### config.mk
export PLATFORM = sky130hd
export DESIGN_NAME = radio_join_handshake_table_unit
export DESIGN_NICKNAME = d
export VERILOG_FILES = /design/src/rjht_pkg.sv /design/src/radio_join_handshake_table_unit.sv /design/src/rjht_slot_cmp.sv
export VERILOG_INCLUDE_DIRS = /design/src /design/src/src
export SDC_FILE = /design/constraint.sdc
export NUM_CORES = 1
export LEC_CHECK = 0
export BUFFER_PORTS_ARGS = -buffer_cell sky130_fd_sc_hd__buf_2
export CORE_MARGIN = 4
export CORE_UTILIZATION = 55
export DETAILED_ROUTE_END_ITERATION = 6
export HOLD_SLACK_MARGIN = 0.15
export PLACE_DENSITY_LB_ADDON = 0.08
export SETUP_SLACK_MARGIN = 0.3
export SLEW_MARGIN = 10
export SYNTH_ARGS = -nofsm -noshare
export SYNTH_HDL_FRONTEND = slang
export SYNTH_HIERARCHICAL = 1
export SYNTH_SLANG_ARGS = --single-unit
### constraint.sdc
create_clock -name clk -period 6.89 [get_ports clk]
set_input_delay 0.3445 -clock clk [delete_from_list [all_inputs] [get_ports clk]]
set_output_delay 0.3445 -clock clk [all_outputs]
set_load 0.03 [all_outputs]
### src/assert_macros.svh
// ----------------------------------------------------------------------------
// Assertion macros
// Shared shorthand for the concurrent checks of the join table block.
// ----------------------------------------------------------------------------
`ifndef ASSERT_MACROS_SVH
`define ASSERT_MACROS_SVH

// A condition that must hold at every clock edge outside reset.
`define RJHT_ASSERT_ALWAYS(label, cond, msg) \
	label: assert property (@(posedge clk) disable iff (!arst_n) (cond)) else $error(msg);

// A consequence that must hold in the same cycle as its cause.
`define RJHT_ASSERT_SAME(label, pre, post, msg) \
	label: assert property (@(posedge clk) disable iff (!arst_n) (pre) |-> (post)) else $error(msg);

// A consequence that must hold in the cycle after its cause.
`define RJHT_ASSERT_NEXT(label, pre, post, msg) \
	label: assert property (@(posedge clk) disable iff (!arst_n) (pre) |=> (post)) else $error(msg);

`endif

### src/rjht_pkg.sv
// ----------------------------------------------------------------------------
// Join table package
// Types, codes and sizes shared by the join handshake table modules.
// ----------------------------------------------------------------------------
`default_nettype none

package rjht_pkg;

	localparam int TableDepth = 8;
	localparam int IdxW       = (TableDepth > 1) ? $clog2(TableDepth) : 1;

	localparam int AddrW  = 40;
	localparam int TimeW  = 32;
	localparam int TmoW   = 16;
	localparam int CountW = 8;

	localparam int CfgIdxW  = 2;
	localparam int CfgDataW = 16;

	localparam logic [CfgIdxW-1:0] CFG_JOIN_TIMEOUT      = 2'd0;
	localparam logic [CfgIdxW-1:0] CFG_CONFIRM_THRESHOLD = 2'd1;

	localparam logic [TmoW-1:0]   JOIN_TIMEOUT_RESET      = 16'd60;
	localparam logic [CountW-1:0] CONFIRM_THRESHOLD_RESET = 8'd16;
	localparam logic [CountW-1:0] COUNT_MAX               = 8'd255;

	localparam logic [7:0] PKT_TYPE_DISCOVERY = 8'd5;
	localparam logic [5:0] MIN_PKT_LENGTH     = 6'd12;

	localparam logic [7:0] STEP_REQUEST = 8'd1;
	localparam logic [7:0] STEP_CONFIRM = 8'd3;
	localparam logic [7:0] STEP_CHECK   = 8'd4;
	localparam logic [7:0] STEP_FINISH  = 8'd6;

	localparam logic [2:0] REPLY_NONE   = 3'd0;
	localparam logic [2:0] REPLY_JOIN   = 3'd2;
	localparam logic [2:0] REPLY_ACCEPT = 3'd5;
	localparam logic [2:0] REPLY_DONE   = 3'd7;

	typedef enum logic [1:0] {
		OUTCOME_REPLY       = 2'd0,
		OUTCOME_TABLE_FULL  = 2'd1,
		OUTCOME_LOW_QUALITY = 2'd2
	} outcome_t;

	typedef struct packed {
		logic [7:0]       packet_type;
		logic [5:0]       packet_length;
		logic [7:0]       progress_step;
		logic [AddrW-1:0] source_address;
		logic [TimeW-1:0] now_seconds;
	} pkt_t;

	typedef struct packed {
		outcome_t         outcome;
		logic [2:0]       reply_code;
		logic [AddrW-1:0] reply_address;
		logic             add_forwarding;
	} res_t;

	// One table entry as seen by the comparator.
	typedef struct packed {
		logic             valid;
		logic [AddrW-1:0] address;
		logic [TimeW-1:0] start_time;
	} slot_view_t;

	// Verdict of the comparator on one entry.
	typedef struct packed {
		logic stale;
		logic hit;
		logic free;
	} slot_verdict_t;

endpackage

`default_nettype wire

### src/radio_join_handshake_table_unit.sv
// ----------------------------------------------------------------------------
// Radio join handshake table
// Tracks nodes joining over discovery packets and issues join replies.
// ----------------------------------------------------------------------------
//
//   channel | signals                          | handshake
//   --------+----------------------------------+------------------------------
//   pkt     | pkt_valid, pkt_stall, pkt        | taken when valid and !stall
//   res     | res_valid, res_stall, res        | taken when valid and !stall
//   cfg     | cfg_valid, cfg_ready, cfg_index, | written when valid and ready
//           | cfg_data                         |
//
// A discovery word passes through the accept cycle, a scan that steps
// through every entry in turn with the single age and address comparator,
// and the action cycle. Any other word is dropped in its accept cycle.
// Reset clears all entry valid bits at once and restores register defaults.
// The action cycle waits while a previous result is still stalled on res.
//
`default_nettype none

module radio_join_handshake_table_unit (
	input  wire                                 clk,
	input  wire                                 arst_n,
	input  wire                                 pkt_valid,
	output logic                                pkt_stall,
	input  wire rjht_pkg::pkt_t                 pkt,
	output logic                                res_valid,
	input  wire                                 res_stall,
	output rjht_pkg::res_t                      res,
	input  wire                                 cfg_valid,
	output logic                                cfg_ready,
	input  wire logic [rjht_pkg::CfgIdxW-1:0]   cfg_index,
	input  wire logic [rjht_pkg::CfgDataW-1:0]  cfg_data
);

`include "assert_macros.svh"

	typedef enum logic [2:0] {
		ST_IDLE = 3'b001,
		ST_SCAN = 3'b010,
		ST_ACT  = 3'b100
	} state_t;

	state_t state_q;

	logic [rjht_pkg::TmoW-1:0]   timeout_q;
	logic [rjht_pkg::CountW-1:0] threshold_q;

	logic [rjht_pkg::TableDepth-1:0] slot_valid_q;
	logic [rjht_pkg::AddrW-1:0]      slot_addr_q   [rjht_pkg::TableDepth];
	logic [rjht_pkg::TimeW-1:0]      slot_start_q  [rjht_pkg::TableDepth];
	logic                            slot_acc_q    [rjht_pkg::TableDepth];
	logic [rjht_pkg::CountW-1:0]     slot_count_q  [rjht_pkg::TableDepth];

	rjht_pkg::pkt_t          pkt_q;
	logic [rjht_pkg::IdxW-1:0] scan_idx_q;
	logic                    hit_found_q;
	logic [rjht_pkg::IdxW-1:0] hit_idx_q;
	logic                    free_found_q;
	logic [rjht_pkg::IdxW-1:0] free_idx_q;

	logic           res_valid_q;
	rjht_pkg::res_t res_q;

	rjht_pkg::slot_view_t    scan_view;
	rjht_pkg::slot_verdict_t verdict;

	logic pkt_fire;
	logic pkt_wanted;
	logic scan_last;
	logic act_fire;

	logic                      act_emit;
	rjht_pkg::res_t            act_res;
	logic                      act_wr_new;
	logic                      act_free;
	logic                      act_set_acc;
	logic                      act_bump;
	logic [rjht_pkg::IdxW-1:0] act_idx;
	logic                      hit_acc;
	logic [rjht_pkg::CountW-1:0] hit_count;

	assign pkt_stall = (state_q != ST_IDLE);
	assign pkt_fire  = pkt_valid & ~pkt_stall;
	assign pkt_wanted = (pkt.packet_type == rjht_pkg::PKT_TYPE_DISCOVERY) &&
		(pkt.packet_length >= rjht_pkg::MIN_PKT_LENGTH);
	assign scan_last = (scan_idx_q == rjht_pkg::IdxW'(rjht_pkg::TableDepth - 1));
	assign act_fire  = (state_q == ST_ACT) & (~res_valid_q | ~res_stall);

	assign cfg_ready = 1'b1;
	assign res_valid = res_valid_q;
	assign res       = res_q;

	assign scan_view.valid      = slot_valid_q[scan_idx_q];
	assign scan_view.address    = slot_addr_q[scan_idx_q];
	assign scan_view.start_time = slot_start_q[scan_idx_q];

	rjht_slot_cmp u_cmp (
		.slot        (scan_view),
		.address     (pkt_q.source_address),
		.now_seconds (pkt_q.now_seconds),
		.timeout     (timeout_q),
		.verdict     (verdict)
	);

	assign hit_acc   = slot_acc_q[hit_idx_q];
	assign hit_count = slot_count_q[hit_idx_q];

	// Decide what the action cycle does with the table and the result.
	always_comb begin
		act_emit    = 1'b0;
		act_wr_new  = 1'b0;
		act_free    = 1'b0;
		act_set_acc = 1'b0;
		act_bump    = 1'b0;
		act_idx     = hit_found_q ? hit_idx_q : free_idx_q;
		act_res.outcome        = rjht_pkg::OUTCOME_REPLY;
		act_res.reply_code     = rjht_pkg::REPLY_NONE;
		act_res.reply_address  = pkt_q.source_address;
		act_res.add_forwarding = 1'b0;
		unique case (pkt_q.progress_step)
			rjht_pkg::STEP_REQUEST: begin
				act_emit = 1'b1;
				if (hit_found_q || free_found_q) begin
					act_wr_new         = 1'b1;
					act_res.reply_code = rjht_pkg::REPLY_JOIN;
				end else begin
					act_res.outcome = rjht_pkg::OUTCOME_TABLE_FULL;
				end
			end
			rjht_pkg::STEP_CONFIRM: begin
				act_bump = hit_found_q & ~hit_acc & (hit_count != rjht_pkg::COUNT_MAX);
			end
			rjht_pkg::STEP_CHECK: begin
				act_emit = hit_found_q;
				if (hit_count >= threshold_q) begin
					act_set_acc        = hit_found_q;
					act_res.reply_code = rjht_pkg::REPLY_ACCEPT;
				end else begin
					act_res.outcome = rjht_pkg::OUTCOME_LOW_QUALITY;
				end
			end
			rjht_pkg::STEP_FINISH: begin
				act_emit               = hit_found_q & hit_acc;
				act_free               = hit_found_q & hit_acc;
				act_res.reply_code     = rjht_pkg::REPLY_DONE;
				act_res.add_forwarding = 1'b1;
			end
			default: begin
			end
		endcase
	end

	always_ff @(posedge clk or negedge arst_n) begin
		if (!arst_n) begin
			state_q      <= ST_IDLE;
			timeout_q    <= rjht_pkg::JOIN_TIMEOUT_RESET;
			threshold_q  <= rjht_pkg::CONFIRM_THRESHOLD_RESET;
			slot_valid_q <= '0;
			hit_found_q  <= 1'b0;
			free_found_q <= 1'b0;
			res_valid_q  <= 1'b0;
		end else begin
			if (cfg_valid && cfg_ready) begin
				unique case (cfg_index)
					rjht_pkg::CFG_JOIN_TIMEOUT:      timeout_q   <= cfg_data;
					rjht_pkg::CFG_CONFIRM_THRESHOLD: threshold_q <= cfg_data[rjht_pkg::CountW-1:0];
					default: begin
					end
				endcase
			end

			// A new result may replace one that is being taken in the same cycle.
			if (act_fire && act_emit) begin
				res_valid_q <= 1'b1;
			end else if (res_valid_q && !res_stall) begin
				res_valid_q <= 1'b0;
			end

			unique case (state_q)
				ST_IDLE: begin
					if (pkt_fire && pkt_wanted) begin
						state_q      <= ST_SCAN;
						hit_found_q  <= 1'b0;
						free_found_q <= 1'b0;
					end
				end
				ST_SCAN: begin
					// Purge and lookup share one pass: an entry is judged after its own purge.
					if (verdict.stale) begin
						slot_valid_q[scan_idx_q] <= 1'b0;
					end
					if (verdict.hit && !hit_found_q) begin
						hit_found_q <= 1'b1;
					end
					if (verdict.free && !free_found_q) begin
						free_found_q <= 1'b1;
					end
					if (scan_last) begin
						state_q <= ST_ACT;
					end
				end
				ST_ACT: begin
					if (act_fire) begin
						state_q <= ST_IDLE;
						if (act_wr_new) begin
							slot_valid_q[act_idx] <= 1'b1;
						end
						if (act_free) begin
							slot_valid_q[hit_idx_q] <= 1'b0;
						end
					end
				end
				default: begin
					state_q <= ST_IDLE;
				end
			endcase
		end
	end

	// Payload registers and entry contents need no reset.
	always_ff @(posedge clk) begin
		if (pkt_fire) begin
			pkt_q      <= pkt;
			scan_idx_q <= '0;
		end
		if (state_q == ST_SCAN) begin
			scan_idx_q <= scan_idx_q + rjht_pkg::IdxW'(1);
			if (verdict.hit && !hit_found_q) begin
				hit_idx_q <= scan_idx_q;
			end
			if (verdict.free && !free_found_q) begin
				free_idx_q <= scan_idx_q;
			end
		end
		if (act_fire) begin
			if (act_emit) begin
				res_q <= act_res;
			end
			if (act_wr_new) begin
				slot_addr_q[act_idx]  <= pkt_q.source_address;
				slot_start_q[act_idx] <= pkt_q.now_seconds;
				slot_acc_q[act_idx]   <= 1'b0;
				slot_count_q[act_idx] <= '0;
			end
			if (act_set_acc) begin
				slot_acc_q[hit_idx_q] <= 1'b1;
			end
			if (act_bump) begin
				slot_count_q[hit_idx_q] <= hit_count + rjht_pkg::CountW'(1);
			end
		end
	end

	// A matched entry is still live when the action cycle uses it.
	`RJHT_ASSERT_SAME(a_hit_live, (state_q == ST_ACT) && hit_found_q, slot_valid_q[hit_idx_q], "matched entry is not valid in the action cycle")

	// A finish that forwards a node frees its entry.
	`RJHT_ASSERT_NEXT(a_finish_frees, act_fire && act_free, !slot_valid_q[$past(hit_idx_q)], "forwarded entry was not freed")

	// A new result word only ever comes out of the action cycle.
	`RJHT_ASSERT_SAME(a_res_source, $rose(res_valid_q), $past(act_fire && act_emit), "result raised outside the action cycle")

	// Forwarding goes only with the finish reply.
	`RJHT_ASSERT_ALWAYS(a_fwd_code, !res_valid_q || !res_q.add_forwarding || (res_q.reply_code == rjht_pkg::REPLY_DONE), "forwarding flag without finish reply")

endmodule

`default_nettype wire

### src/rjht_slot_cmp.sv
// ----------------------------------------------------------------------------
// Join table entry comparator
// Ages one entry against the timeout and matches its address.
// ----------------------------------------------------------------------------
`default_nettype none

module rjht_slot_cmp (
	input  wire rjht_pkg::slot_view_t          slot,
	input  wire logic [rjht_pkg::AddrW-1:0]    address,
	input  wire logic [rjht_pkg::TimeW-1:0]    now_seconds,
	input  wire logic [rjht_pkg::TmoW-1:0]     timeout,
	output rjht_pkg::slot_verdict_t            verdict
);

	logic [rjht_pkg::TimeW-1:0] age;
	logic                       too_old;

	// The age wraps with the clock, so a plain modular subtraction is right.
	assign age     = now_seconds - slot.start_time;
	assign too_old = age > {{(rjht_pkg::TimeW - rjht_pkg::TmoW){1'b0}}, timeout};

	assign verdict.stale = slot.valid & too_old;
	assign verdict.hit   = slot.valid & ~too_old & (slot.address == address);
	assign verdict.free  = ~slot.valid | too_old;

endmodule

`default_nettype wire
==> impl_metrics.toml <==
[status]
status = "completed"

[sta]
rsz0062_at_grt = "no"
maxSlewHeadroom_pct = 23.0
maxSlewViolCount = 0
skew_ns = 0.0294
fin_crit_sh_pct = 89.2
min_period_ns = 6.14
max_freq_ghz = 0.163
worst_pin_slew_ns = 1.15
setup_viol = 0
hold_viol = 0

[clock_tree]
htreeDepth = 3
postCtsHoldBufs = 98
postCtsSetupBuffers = 0
cts.path.max_buffers = 3
tritoncts = "done"
ctsResizeCount = 0
cts.clk_slew.worst_paths_ns = 0.06
cts-root-buf = "clkbuf_16"
clock_sinks = 826
insertion_delay_ns = 0.62
cts_buffers = 83

[route]
wl_met1_mm = 29.9
drtIter0Drc = 1186
wl_per_cell_um = 23.2
top_layer = "met4"
firstDrtPassIters = 5
wl_met2_mm = 34.7
drt-total-wl_mm = 68.6
vias_per_cell = 5.84
ant_nets = 0
drc = 0
route.met3.wl_mm = 2.80
vias = 17300

[synth]
ys.flop_type = "edfxtp_1"
yosysWarningCount = 6
synth-edff-count = 782
syn_inst = 1798
yosys_register_bits = 826
synth.yosys.seq_area_share_pct = 72.4
async_flop_share_pct = 4.60
synth_area_um2 = 33900
synth_fp_nets = 1974
avgSynthCellArea_um2 = 18.9
ys_types = 77

[min_path]
min_path_type = "in2reg"
hold-path-endpoint = "state_q[1]"
hold_path_depth = 4
worstHoldStart = "pkt_valid"

[global_routing]
antenna_found_initial = 1
grt_max_degree = 88
grt_pass1_wl_mm = 107
first_global_vias = 18300
grt_use_total_pct = 21.1
grt_overflow = 0

[critical_path]
reg2regPathDepth = 23
critPathMaxFanout = 20
worstSetupStartpointType = "register"
arrival_ns = 6.65
cp-end-kind = "register"
criticalPathCategory = "reg2reg"
regToRegSetupSlack_ns = 0.75
r2r-end = "slot_valid_q[2]"
required_ns = 7.40

[layout]
area_delta_synth_final_pct = 15.9
fin_nets = 2281
final_common_cell = "edfxtp_1"
drive_gt1_share_pct = 28.5
diodes = 0
finalNonFillerCells = 2956
layout_common_cells = "782 x edfxtp_1, 164 x mux4_2, 162 x buf_2"

[floorplan]
io_pins = 166
die_w_um = 256
fp-row-count = 90
die-height_um = 256
core_um2 = 60700
initial_core_util_pct = 55.9
fp.dieArea_um2 = 65800

[power_and_ir_drop]
intPower_mw = 8.28
power.switching_mw = 2.26
ir_worst_vdd_v = 0.000218
comb_power_share_pct = 5.8
p_per_area_nw_per_um2 = 268
clockPowerShare_pct = 40.7
pwr-share-seq_pct = 53.5
p_total_mw = 10.5
p_leak_nw = 13.1
netSwitchingFraction_pct = 21.4

[place]
placed_cells = 2704
place_congestion = 0.857
io_buffers = 162
dp_hpwl_mm = 39.9

[job]
maxCapViolations = 0
-- sequential cells by signal, indices dropped and copies added, names as in the netlist, named ones only --
name          flops
act_res          40
free_found_q      1
free_idx_q        3
hit_found_q       1
hit_idx_q         3
pkt_q            40
res              45
res_valid         1
scan_idx_q        3
slot_acc_q        8
slot_addr_q     320
slot_count_q     64
slot_start_q    256
slot_valid_q      8
state_q           3
threshold_q       8
timeout_q        16
-- worst max-delay path: stages (launching register included) --
cell      delay (ns)
dfxtp_4         0.62
mux4_2          0.56
mux2_2          0.28
ha_1            0.22
fa_1            0.43
nand2b_1        0.20
a21oi_1         0.36
nor2_1          0.15
o31ai_1         0.30
xor2_1          0.20
ha_1            0.28
nand4_1         0.09
a31oi_1         0.08
a211o_1         0.27
o41ai_1         0.06
o211ai_1        0.15
a311oi_1        0.26
nand4_1         0.16
nor4_2          0.52
nor2b_1         0.10
a21o_1          0.25
nand2_1         0.09
nor2_1          0.07
a221oi_1        0.32
-- cells in the mapped netlist, types with 6 or more instances --
| master | n | area share [%] |
|---|---|---|
| a31oi_1 | 13 | 0.24 |
| o21a_1 | 6 | 0.13 |
| a21oi_2 | 10 | 0.26 |
| mux2i_1 | 11 | 0.32 |
| buf_2 | 13 | 0.19 |
| o211ai_1 | 10 | 0.22 |
| nand3_1 | 14 | 0.21 |
| dfxtp_1 | 6 | 0.35 |
| a21oi_1 | 38 | 0.56 |
| buf_6 | 8 | 0.27 |
| mux4_2 | 164 | 11 |
| nor2_1 | 62 | 0.69 |
| xor2_1 | 43 | 1.1 |
| mux2_2 | 89 | 3.0 |
| ha_1 | 58 | 2.1 |
| nand4_1 | 22 | 0.41 |
| inv_1 | 76 | 0.84 |
| mux2_1 | 10 | 0.33 |
| clkbuf_1 | 33 | 0.36 |
| nand2b_1 | 12 | 0.22 |
| o21ai_1 | 16 | 0.24 |
| nand2_1 | 45 | 0.50 |
| edfxtp_1 | 782 | 69 |
| nor4_1 | 14 | 0.26 |
| dfstp_2 | 6 | 0.46 |
| nor3b_1 | 7 | 0.15 |
| buf_1 | 15 | 0.17 |
| nor3_1 | 42 | 0.62 |
| and3_1 | 7 | 0.13 |
| a21o_1 | 18 | 0.40 |
| dfrtp_1 | 32 | 2.4 |
| xnor2_1 | 24 | 0.62 |
| o21ai_0 | 20 | 0.29 |
-- cell families (layout without fill, tap and decap cells) --
family | count (synthesis) | count (layout) | share of synthesized area, %
fa+ha+maj | 59 | 59 | 2.20
other cells | 1 | 1 | 0.0110
simple gates | 252 | 252 | 3.82
compound gates | 169 | 169 | 3.49
xor+xnor | 67 | 67 | 1.73
flops | 826 | 826 | 72.4
buf+inv | 150 | 526 | 1.91
mux | 274 | 274 | 14.5
-- stage by stage --
step	setup slack (ns)	instance area, µm²	hold slack [ns]	TNS [ns]	utilization [%]
after detailed placement	0.766	35700	0.479	0	58.9
final	0.746	39300	0.192	0	64.8
after CTS	0.783	39300	0.161	0	64.8
after global placement	0.845	35700	0.477	0	58.9
after floorplan	-0.313	33900	0.0489	-158.18	-
after global routing	0.311	39300	0.204	0	64.8
-- cell type report --
cell class / count / area (µm²)
fillers: 4139 / 21400
inverters: 79 / 297
clock buffers: 103 / 2190
multi-input cells: 822 / 8810
well taps: 782 / 978
clock inverters: 51 / 425
flip-flops and latches: 826 / 24600
repair buffers: 293 / 2060
-- how the worst max path moves through the flow --
stage                     slack (ns)                end  startpoint  cells after the start
final                           0.75    slot_valid_q[2]    register                     23
after global placement          0.84    slot_valid_q[2]    register                     24
after CTS                       0.78    slot_valid_q[2]    register                     24
after floorplan                -0.31  slot_addr_q[0][0]  state_q[0]                      6
after detailed placement        0.77    slot_valid_q[2]    register                     24
after global routing            0.31    slot_valid_q[3]    register                     24
-- layer usage --
metal | up-vias | track usage [%]
met4 | 0 | 5.39
met5 | - | 0
met3 | 93 | 3.03
met1 | 8922 | 29.2
met2 | 383 | 36.1
li1 | 7858 | -
-- power groups by stage --
stage / clock network [mW] / registers, mW / logic, mW
after CTS: 4.39 / 5.64 / 0.615
after global placement: 0 / 5.74 / 0.558
after detailed placement: 0 / 5.74 / 0.569
after floorplan: 0 / 5.70 / 0.425
final: 4.28 / 5.64 / 0.613
after global routing: 4.61 / 5.65 / 0.680
No activity file was read; power rests on OpenSTA's default activity.
